$ cat src/sv/hex_md_pkg.sv
`timescale 1ns / 1ps
// ----------------------------------------------------------------------------
// hex_md_pkg
// Shared payload types and fixed constants for the hexagonal torus
// minimum-image distance pipeline.
// ----------------------------------------------------------------------------
package hex_md_pkg;

  // One pair of lattice sites, each row * SIDE + column
  typedef struct packed {
    logic [15:0] site_a;
    logic [15:0] site_b;
  } in_item_t;

  // Distance result: squared steps, Q8.8 root, Q12.8 scaled distance
  typedef struct packed {
    logic [15:0] squared_steps;
    logic [15:0] root_steps;
    logic [19:0] scaled_distance;
  } out_item_t;

  // Bond length after reset: 0.44 in unsigned Q4.12, truncated
  localparam logic [15:0] BOND_RESET = 16'd1802;

  // Ceiling of the squared step count
  localparam logic [15:0] SQ_MAX = 16'hFFFF;

endpackage

$ cat src/sv/hex_torus_min_image_distance.sv
`timescale 1ns / 1ps
// ----------------------------------------------------------------------------
// hex_torus_min_image_distance
// Minimum-image squared distance, its root and its scaled length between
// two sites of a periodic hexagonal lattice, one pair per clock unless the output stalls.
// ----------------------------------------------------------------------------
// Usage:
//   in_*   : valid/ready channel, one site pair per transfer (in_data).
//   out_*  : valid/ready channel, one distance result per input transfer.
//   cfg_*  : valid/ready write channel for bond_length (Q4.12); cfg_ready is
//            always high. Write it only while no pair is in flight.
//   Throughput: one pair per cycle unless the output stalls. The path is a
//            19-register pipeline: a reciprocal multiply and a correction per
//            site split (column and row), coordinate difference, image products,
//            sum, two-level minimum, eight radix-4 square root stages, one
//            bond-length multiply and the output register.
//   Stall: the whole pipeline holds while the output register is full and
//            out_ready is low; in_ready drops in the same cycle. Nothing is
//            lost or repeated.
//   Reset: rst (synchronous) empties the pipeline and loads the default bond
//            length of 0.44.
// ----------------------------------------------------------------------------
module hex_torus_min_image_distance #(
  parameter int SIDE = 256
) (
  input  logic                  clk,
  input  logic                  rst,
  input  logic                  in_valid,
  output logic                  in_ready,
  input  hex_md_pkg::in_item_t  in_data,
  output logic                  out_valid,
  input  logic                  out_ready,
  output hex_md_pkg::out_item_t out_data,
  input  logic                  cfg_valid,
  output logic                  cfg_ready,
  input  logic [15:0]           cfg_data
);

  localparam int CW  = $clog2(SIDE);              // column / row width
  localparam int QW  = $clog2(65536 / SIDE + 1);  // site quotient width
  localparam int IW  = CW + 2;                    // image coordinate width
  localparam int PW  = 2 * IW;                    // product / quadratic width
  localparam int SW  = PW + 1;                    // signed sum width
  localparam int NST = 19;                        // pipeline register stages
  localparam int NSQ = 8;                         // square root stages

  // floor(2^32 / SIDE): the estimate is at most one below the true quotient
  localparam logic [31:0] RECIP = 32'((64'd1 << 32) / SIDE);

  localparam logic signed [IW-1:0] SIDE_S = IW'(SIDE);
  localparam logic signed [IW-1:0] OFF [3] = '{-SIDE_S, '0, SIDE_S};

  typedef struct packed {
    logic [QW-1:0] quo;
    logic [CW-1:0] rmd;
  } divfix_t;

  typedef struct packed {
    logic [15:0] sq;
    logic [31:0] rad;
    logic [16:0] rem;
    logic [15:0] root;
  } sqrt_t;

  // Correct a reciprocal quotient estimate with one compare and subtract
  function automatic divfix_t div_fix(input logic [15:0] num, input logic [47:0] prod);
    logic [QW-1:0] est;
    logic [16:0]   rmd;
    divfix_t       res;
    est = prod[32 +: QW];
    rmd = {1'b0, num} - 17'(est * SIDE);
    if (rmd >= 17'(SIDE)) begin
      res.quo = est + QW'(1);
      res.rmd = CW'(rmd - 17'(SIDE));
    end else begin
      res.quo = est;
      res.rmd = CW'(rmd);
    end
    return res;
  endfunction

  function automatic logic [PW-1:0] min2(input logic [PW-1:0] a, input logic [PW-1:0] b);
    return (b < a) ? b : a;
  endfunction

  // One radix-4 digit of the integer square root recurrence
  function automatic sqrt_t sqrt_step(input sqrt_t st);
    logic [18:0] rsh;
    logic [18:0] trial;
    sqrt_t       nx;
    nx    = st;
    rsh   = {st.rem, st.rad[31:30]};
    trial = {1'b0, st.root, 2'b01};
    if (rsh >= trial) begin
      nx.rem  = 17'(rsh - trial);
      nx.root = {st.root[14:0], 1'b1};
    end else begin
      nx.rem  = 17'(rsh);
      nx.root = {st.root[14:0], 1'b0};
    end
    nx.rad = {st.rad[29:0], 2'b00};
    return nx;
  endfunction

  logic [NST-1:0] vld;
  logic           adv;
  logic [15:0]    bond_length;

  logic [15:0]    s1_a, s1_b;
  logic [47:0]    s1_pa, s1_pb;
  logic [CW-1:0]  s2_ca, s2_cb;
  logic [QW-1:0]  s2_qa, s2_qb;
  logic [CW-1:0]  s3_ca, s3_cb;
  logic [QW-1:0]  s3_qa, s3_qb;
  logic [47:0]    s3_pa, s3_pb;
  logic [CW-1:0]  s4_ca, s4_cb, s4_ra, s4_rb;
  logic signed [CW:0]    s5_dx, s5_dy;
  logic signed [PW-1:0]  s6_xx [3];
  logic signed [PW-1:0]  s6_yy [3];
  logic signed [PW-1:0]  s6_xy [9];
  logic [PW-1:0]  s7_quad [9];
  logic [PW-1:0]  s8_min [3];
  logic [15:0]    s9_sq;
  sqrt_t          sq_pipe [NSQ];
  logic [15:0]    s18_sq, s18_root;
  logic [31:0]    s18_prod;

  divfix_t        fix_a, fix_b, fix_ra, fix_rb;
  logic signed [IW-1:0] img_x [3];
  logic signed [IW-1:0] img_y [3];
  logic signed [SW-1:0] quad_sum [9];
  logic [PW-1:0]  min_all;
  sqrt_t          sq_seed;

  // Advance the pipeline unless the output register holds an untaken result
  assign adv       = !vld[NST-1] || out_ready;
  assign in_ready  = adv;
  assign out_valid = vld[NST-1];
  assign cfg_ready = 1'b1;

  // Hold the bond length register
  always_ff @(posedge clk) begin
    if (rst) begin
      bond_length <= hex_md_pkg::BOND_RESET;
    end else if (cfg_valid && cfg_ready) begin
      bond_length <= cfg_data;
    end
  end

  // Shift valid bits along with the data
  always_ff @(posedge clk) begin
    if (rst) begin
      vld <= '0;
    end else if (adv) begin
      vld <= {vld[NST-2:0], in_valid};
    end
  end

  // Correct quotients, form image coordinates, quadratic sums, the overall minimum and the root seed
  always_comb begin
    fix_a  = div_fix(s1_a, s1_pa);
    fix_b  = div_fix(s1_b, s1_pb);
    fix_ra = div_fix(16'(s3_qa), s3_pa);
    fix_rb = div_fix(16'(s3_qb), s3_pb);
    for (int k = 0; k < 3; k++) begin
      img_x[k] = IW'(s5_dx) + OFF[k];
      img_y[k] = IW'(s5_dy) + OFF[k];
    end
    for (int k = 0; k < 3; k++) begin
      for (int l = 0; l < 3; l++) begin
        quad_sum[3*k+l] = SW'(s6_xx[k]) + SW'(s6_xy[3*k+l]) + SW'(s6_yy[l]);
      end
    end
    min_all = min2(min2(s8_min[0], s8_min[1]), s8_min[2]);
    sq_seed.sq   = s9_sq;
    sq_seed.rad  = {s9_sq, 16'h0000};
    sq_seed.rem  = '0;
    sq_seed.root = '0;
  end

  // Split sites into column and row, then form the nine image quadratics and their saturated minimum
  always_ff @(posedge clk) begin
    if (adv) begin
      s1_a  <= in_data.site_a;
      s1_b  <= in_data.site_b;
      s1_pa <= 48'(in_data.site_a) * 48'(RECIP);
      s1_pb <= 48'(in_data.site_b) * 48'(RECIP);

      s2_ca <= fix_a.rmd;
      s2_cb <= fix_b.rmd;
      s2_qa <= fix_a.quo;
      s2_qb <= fix_b.quo;

      s3_ca <= s2_ca;
      s3_cb <= s2_cb;
      s3_qa <= s2_qa;
      s3_qb <= s2_qb;
      s3_pa <= 48'(s2_qa) * 48'(RECIP);
      s3_pb <= 48'(s2_qb) * 48'(RECIP);

      s4_ca <= s3_ca;
      s4_cb <= s3_cb;
      s4_ra <= fix_ra.rmd;
      s4_rb <= fix_rb.rmd;

      s5_dx <= $signed({1'b0, s4_ca}) - $signed({1'b0, s4_cb});
      s5_dy <= $signed({1'b0, s4_ra}) - $signed({1'b0, s4_rb});

      for (int k = 0; k < 3; k++) begin
        s6_xx[k] <= img_x[k] * img_x[k];
        s6_yy[k] <= img_y[k] * img_y[k];
        for (int l = 0; l < 3; l++) begin
          s6_xy[3*k+l] <= img_x[k] * img_y[l];
        end
      end

      for (int i = 0; i < 9; i++) begin
        s7_quad[i] <= PW'(quad_sum[i]);
      end

      for (int i = 0; i < 3; i++) begin
        s8_min[i] <= min2(min2(s7_quad[3*i], s7_quad[3*i+1]), s7_quad[3*i+2]);
      end

      // Saturate the minimum to the 16-bit result range
      if (32'(min_all) > 32'(hex_md_pkg::SQ_MAX)) begin
        s9_sq <= hex_md_pkg::SQ_MAX;
      end else begin
        s9_sq <= 16'(min_all);
      end
    end
  end

  // Take the Q8.8 root two digits per stage, then scale by the bond length
  always_ff @(posedge clk) begin
    if (adv) begin
      sq_pipe[0] <= sqrt_step(sqrt_step(sq_seed));
      for (int j = 1; j < NSQ; j++) begin
        sq_pipe[j] <= sqrt_step(sqrt_step(sq_pipe[j-1]));
      end

      s18_sq   <= sq_pipe[NSQ-1].sq;
      s18_root <= sq_pipe[NSQ-1].root;
      s18_prod <= 32'(sq_pipe[NSQ-1].root) * 32'(bond_length);

      // Product of two 16-bit values shifted by 12 always fits 20 bits
      out_data.squared_steps   <= s18_sq;
      out_data.root_steps      <= s18_root;
      out_data.scaled_distance <= s18_prod[31:12];
    end
  end

  // Root is the floor square root of the squared steps in Q8.8
  a_root_floor: assert property (@(posedge clk) disable iff (rst)
    out_valid |-> (34'(out_data.root_steps) * 34'(out_data.root_steps)
                   <= 34'({out_data.squared_steps, 16'h0000})) &&
                  ((34'(out_data.root_steps) + 34'd1) * (34'(out_data.root_steps) + 34'd1)
                   > 34'({out_data.squared_steps, 16'h0000})))
    else $error("root_steps is not the floor root of squared_steps");

  // Zero distance and zero root go together
  a_zero_root: assert property (@(posedge clk) disable iff (rst)
    out_valid |-> ((out_data.squared_steps == 16'd0) == (out_data.root_steps == 16'd0)))
    else $error("zero squared_steps and zero root_steps disagree");

  // Split coordinates stay on the torus
  a_split_range: assert property (@(posedge clk) disable iff (rst)
    vld[3] |-> (32'(s4_ca) < SIDE) && (32'(s4_cb) < SIDE) &&
               (32'(s4_ra) < SIDE) && (32'(s4_rb) < SIDE))
    else $error("column or row outside the lattice");

  // A stall freezes every valid bit
  a_stall_hold: assert property (@(posedge clk) disable iff (rst)
    !adv |=> $stable(vld))
    else $error("pipeline moved during a stall");

endmodule
$ cat config.mk
export PLATFORM = sky130hd
export DESIGN_NAME = hex_torus_min_image_distance
export DESIGN_NICKNAME = d
export VERILOG_FILES = /design/src/sv/hex_md_pkg.sv /design/src/sv/hex_torus_min_image_distance.sv
export SDC_FILE = /design/constraint.sdc
export NUM_CORES = 2
export LEC_CHECK = 0
export ABC_AREA = 1
export ABC_CLOCK_PERIOD_IN_PS = 26900
export BUFFER_PORTS_ARGS = -buffer_cell sky130_fd_sc_hd__buf_2
export CORE_ASPECT_RATIO = 0.8
export CORE_UTILIZATION = 45
export DETAILED_ROUTE_END_ITERATION = 8
export RECOVER_POWER = 25
export SLEW_MARGIN = 20
export SYNTH_ARGS = -nofsm -noshare
export SYNTH_HDL_FRONTEND = slang
export SYNTH_SLANG_ARGS = --single-unit
$ cat constraint.sdc
create_clock -name clk -period 26.9 [get_ports clk]
set_clock_uncertainty 0.1 [all_clocks]
set_input_delay 1.345 -clock clk [delete_from_list [all_inputs] [get_ports clk]]
set_output_delay 1.345 -clock clk [all_outputs]
set_load 0.05 [all_outputs]
==> out/metrics.yaml <==
synth_edf_count: 967
drive_gt1_frac: 0.0424
min_path_type: "reg -> reg"
ys_async_sr_fraction: 0
final-max-slew-violation-count: 139
fp.dieW_um: 508
setup_ws_ps: 18240
whs_ps: 311
fillers: 18700
postCtsSetupRepairBufs: 0
io_pins: 108
synth.distinct_cells: 64
worst_ep_required_time_ps: 27310
path_clk_slew_ps: 70
initial_core_util: 0.453
avgSynthCellArea_um2: 9.93
grt_util_all_layers: 0.250
timing.rr.start: "s5_dy[1]"
rows: 148
met3WireLength_um: 22000
coreArea_um2: 204000
end_kind: "register"
yosysWarnings: 0
die_y_um: 407
r2r_end: "s6_xy[0][179]"
min_period_over_period: 0.322
worstMarginPinSlew_ps: 2730
violations: "capacitance limit, slew limit"
hold_depth: 0
cts-root-buf: "clkbuf_16"
setup_viol: 0
route.detailed.drc: 0
grt_pass1_wl_um: 386000
ys_ff_latch: 1002
grt_max_degree: 88
grt_pass1_vias: 62600
cp-start-kind: "register"
drt_iter0_drc: 6626
ctsHoldBuffers: 0
vias: 64600
drtPass1Iterations: 9
synth_cells: 9287
cts_tree: "built"
holdPathEnd: "s18_sq[8]"
drt_wl_total_um: 257000
min_from: "sq_pipe[1][300]"
totalNegativeSetupSlack_ps: 0
dieArea_um2: 207000
place_congestion: 0.980
slew_headroom: -0.832
crit_type: "reg -> reg"
cts.sinks: 1002
worstPathArrival_ps: 9070
max_cap_viol_count: 4
port_buffers: 106
fin_area_um2: 99200
cts-htree-levels: 3
grt_overflow: 0
met2WireLength_um: 102000
dp_hpwl_um: 211000
synthFlopType: "edfxtp_1"
clockBufferDepth: 3
period_needed_ps: 8660
antenna_found_initial: 12
antenna_left: 0
ctsResizeCount: 0
mappedNetlistArea_um2: 92200
wire_per_inst_um: 21.1
met1_length_um: 128000
numCtsBuffers: 103
rsz0062_at_grt: "false"
top_layer: "met4"
worstSkewPairLatency_ps: 760
r2r_cells: 21
path_max_fanout: 28
routed_via_density: 5.31
dpl-instance-area_um2: 95700
status: "finished, violations left"
nets: 11500
max_freq_mhz: 115
rrSetupSlack_ps: 18240
syn_to_final_growth_pct: 7.57
post-place-ws_ps: 20120
seq_area_frac_synth: 0.323
finalHoldViolCount: 0
## synth_stat cells, types with 15 or more instances
| library cell | count | share of area |
|---|---|---|
| a31oi_1 | 39 | 0.0026 |
| xnor2_1 | 193 | 0.018 |
| o21ai_1 | 25 | 0.0014 |
| nand3b_1 | 15 | 0.0012 |
| nand3_2 | 15 | 0.0016 |
| or2_2 | 16 | 0.0011 |
| o31ai_1 | 22 | 0.0018 |
| nand4_1 | 66 | 0.0045 |
| a21oi_1 | 585 | 0.032 |
| o211ai_1 | 20 | 0.0016 |
| inv_1 | 1725 | 0.070 |
| edfxtp_1 | 967 | 0.31 |
| dfxtp_1 | 35 | 0.0076 |
| xor2_1 | 347 | 0.033 |
| nand2_1 | 1546 | 0.063 |
| ha_1 | 1053 | 0.14 |
| clkbuf_1 | 141 | 0.0057 |
| inv_2 | 16 | 0.00065 |
| a21o_1 | 26 | 0.0021 |
| fa_1 | 992 | 0.22 |
| o21bai_1 | 26 | 0.0021 |
| o21ai_0 | 448 | 0.024 |
| nor2_1 | 461 | 0.019 |
| nor3_1 | 64 | 0.0035 |
| nand3_1 | 255 | 0.014 |
## metal layers
metal,vias to the layer above,track usage
met5,-,0
li1,30300,-
met2,2242,0.346
met1,31800,0.399
met4,0,0.0463
met3,246,0.0503
## cell usage in the layout, fill, tap and decap left out, types with 8 or more instances in the layout
master / count
inv_6: 10
clkbuf_16: 105
a21oi_1: 586
o21a_1: 9
nand3_1: 255
xor2_1: 347
buf_2: 101
o31ai_1: 22
nor3b_1: 8
nand2_1: 1546
nor2_1: 461
o2111ai_1: 13
o21ai_0: 448
inv_1: 1724
or2_2: 16
dfxtp_1: 35
o211ai_1: 20
inv_2: 16
bufinv_16: 11
nand4_1: 66
clkbuf_1: 25
clkinv_2: 12
nand3b_1: 15
xnor2_1: 193
a21boi_0: 9
a31oi_1: 39
fa_1: 992
clkinv_1: 23
nor3_1: 64
o21ai_2: 10
ha_1: 1053
buf_4: 40
o21bai_1: 26
o21ai_1: 25
a21o_1: 26
nand2_2: 13
nand3_2: 15
edfxtp_1: 967
nor4_1: 13
## flip-flops by register name (all words and copies together) (netlist names), 19 cells and up
signal / count
sq_pipe: 308
s7_quad: 127
s6_xy: 116
s8_min: 60
out_data: 52
s6_xx: 45
s6_yy: 45
s18_prod: 20
vld: 19
## worst max-delay path: stages, from the launching register on
cell and delay [ps]:
edfxtp_1 320, clkbuf_1 1770, inv_1 1010, nor2_1 560
fa_1 470, inv_1 90, fa_1 420, inv_1 120
fa_1 480, inv_1 100, fa_1 400, inv_1 90
fa_1 420, ha_1 380, nand2_1 100, o21ai_1 90
a21boi_0 710, o21ai_0 290, a21boi_1 260, o21ai_0 100
nand2_1 60, nand2_1 60
## logic make-up after synthesis
| logic type | after synthesis | synth area share |
|---|---|---|
| simple gates | 2508 | 0.113 |
| fa+ha+maj | 2045 | 0.358 |
| buf+inv | 1917 | 0.0790 |
| compound gates | 1272 | 0.0752 |
| flops | 1002 | 0.323 |
| xor+xnor | 540 | 0.0513 |
| other cells | 2 | 0.0000815 |
| mux | 1 | 0.000122 |
## worst max-delay path by stage
stage                          from       endpoint  slack, ps  depth (start not counted)
after floorplan           out_ready       in_ready      11420                          4
after detailed placement   s5_dy[1]  s6_xy[0][179]      20120                         20
after global placement     s5_dy[1]  s6_xy[0][179]      20150                         20
after CTS                  s5_dy[1]  s6_xy[0][179]      20110                         20
after global routing       s5_dy[1]  s6_xy[0][179]      17940                         21
final                      s5_dy[1]  s6_xy[0][179]      18240                         21
## layout make-up
type | count | area [µm²] | area share
antenna | 4 | 10.0 | 0.000101
clock buffer | 121 | 2710 | 0.0273
clock inverter | 71 | 758 | 0.00765
inverter | 1742 | 6540 | 0.0659
multi-input combinational | 6373 | 55200 | 0.557
sequential | 1002 | 29700 | 0.300
tap | 2700 | 3380 | 0.0341
timing repair buffer | 152 | 847 | 0.00854
## per-stage QoR
| stage | cells | utilization |
|---|---|---|
| detailed placement | 12000 | 0.470 |
| CTS | 12200 | 0.487 |
| finish | 12200 | 0.487 |
| global placement | 12000 | 0.470 |
| floorplan | 9292 | - |
| global route | 12200 | 0.487 |
Power is left out: the tool's default activity adds up to more than one toggle a clock period on the data nets, which glitch-free logic cannot reach.
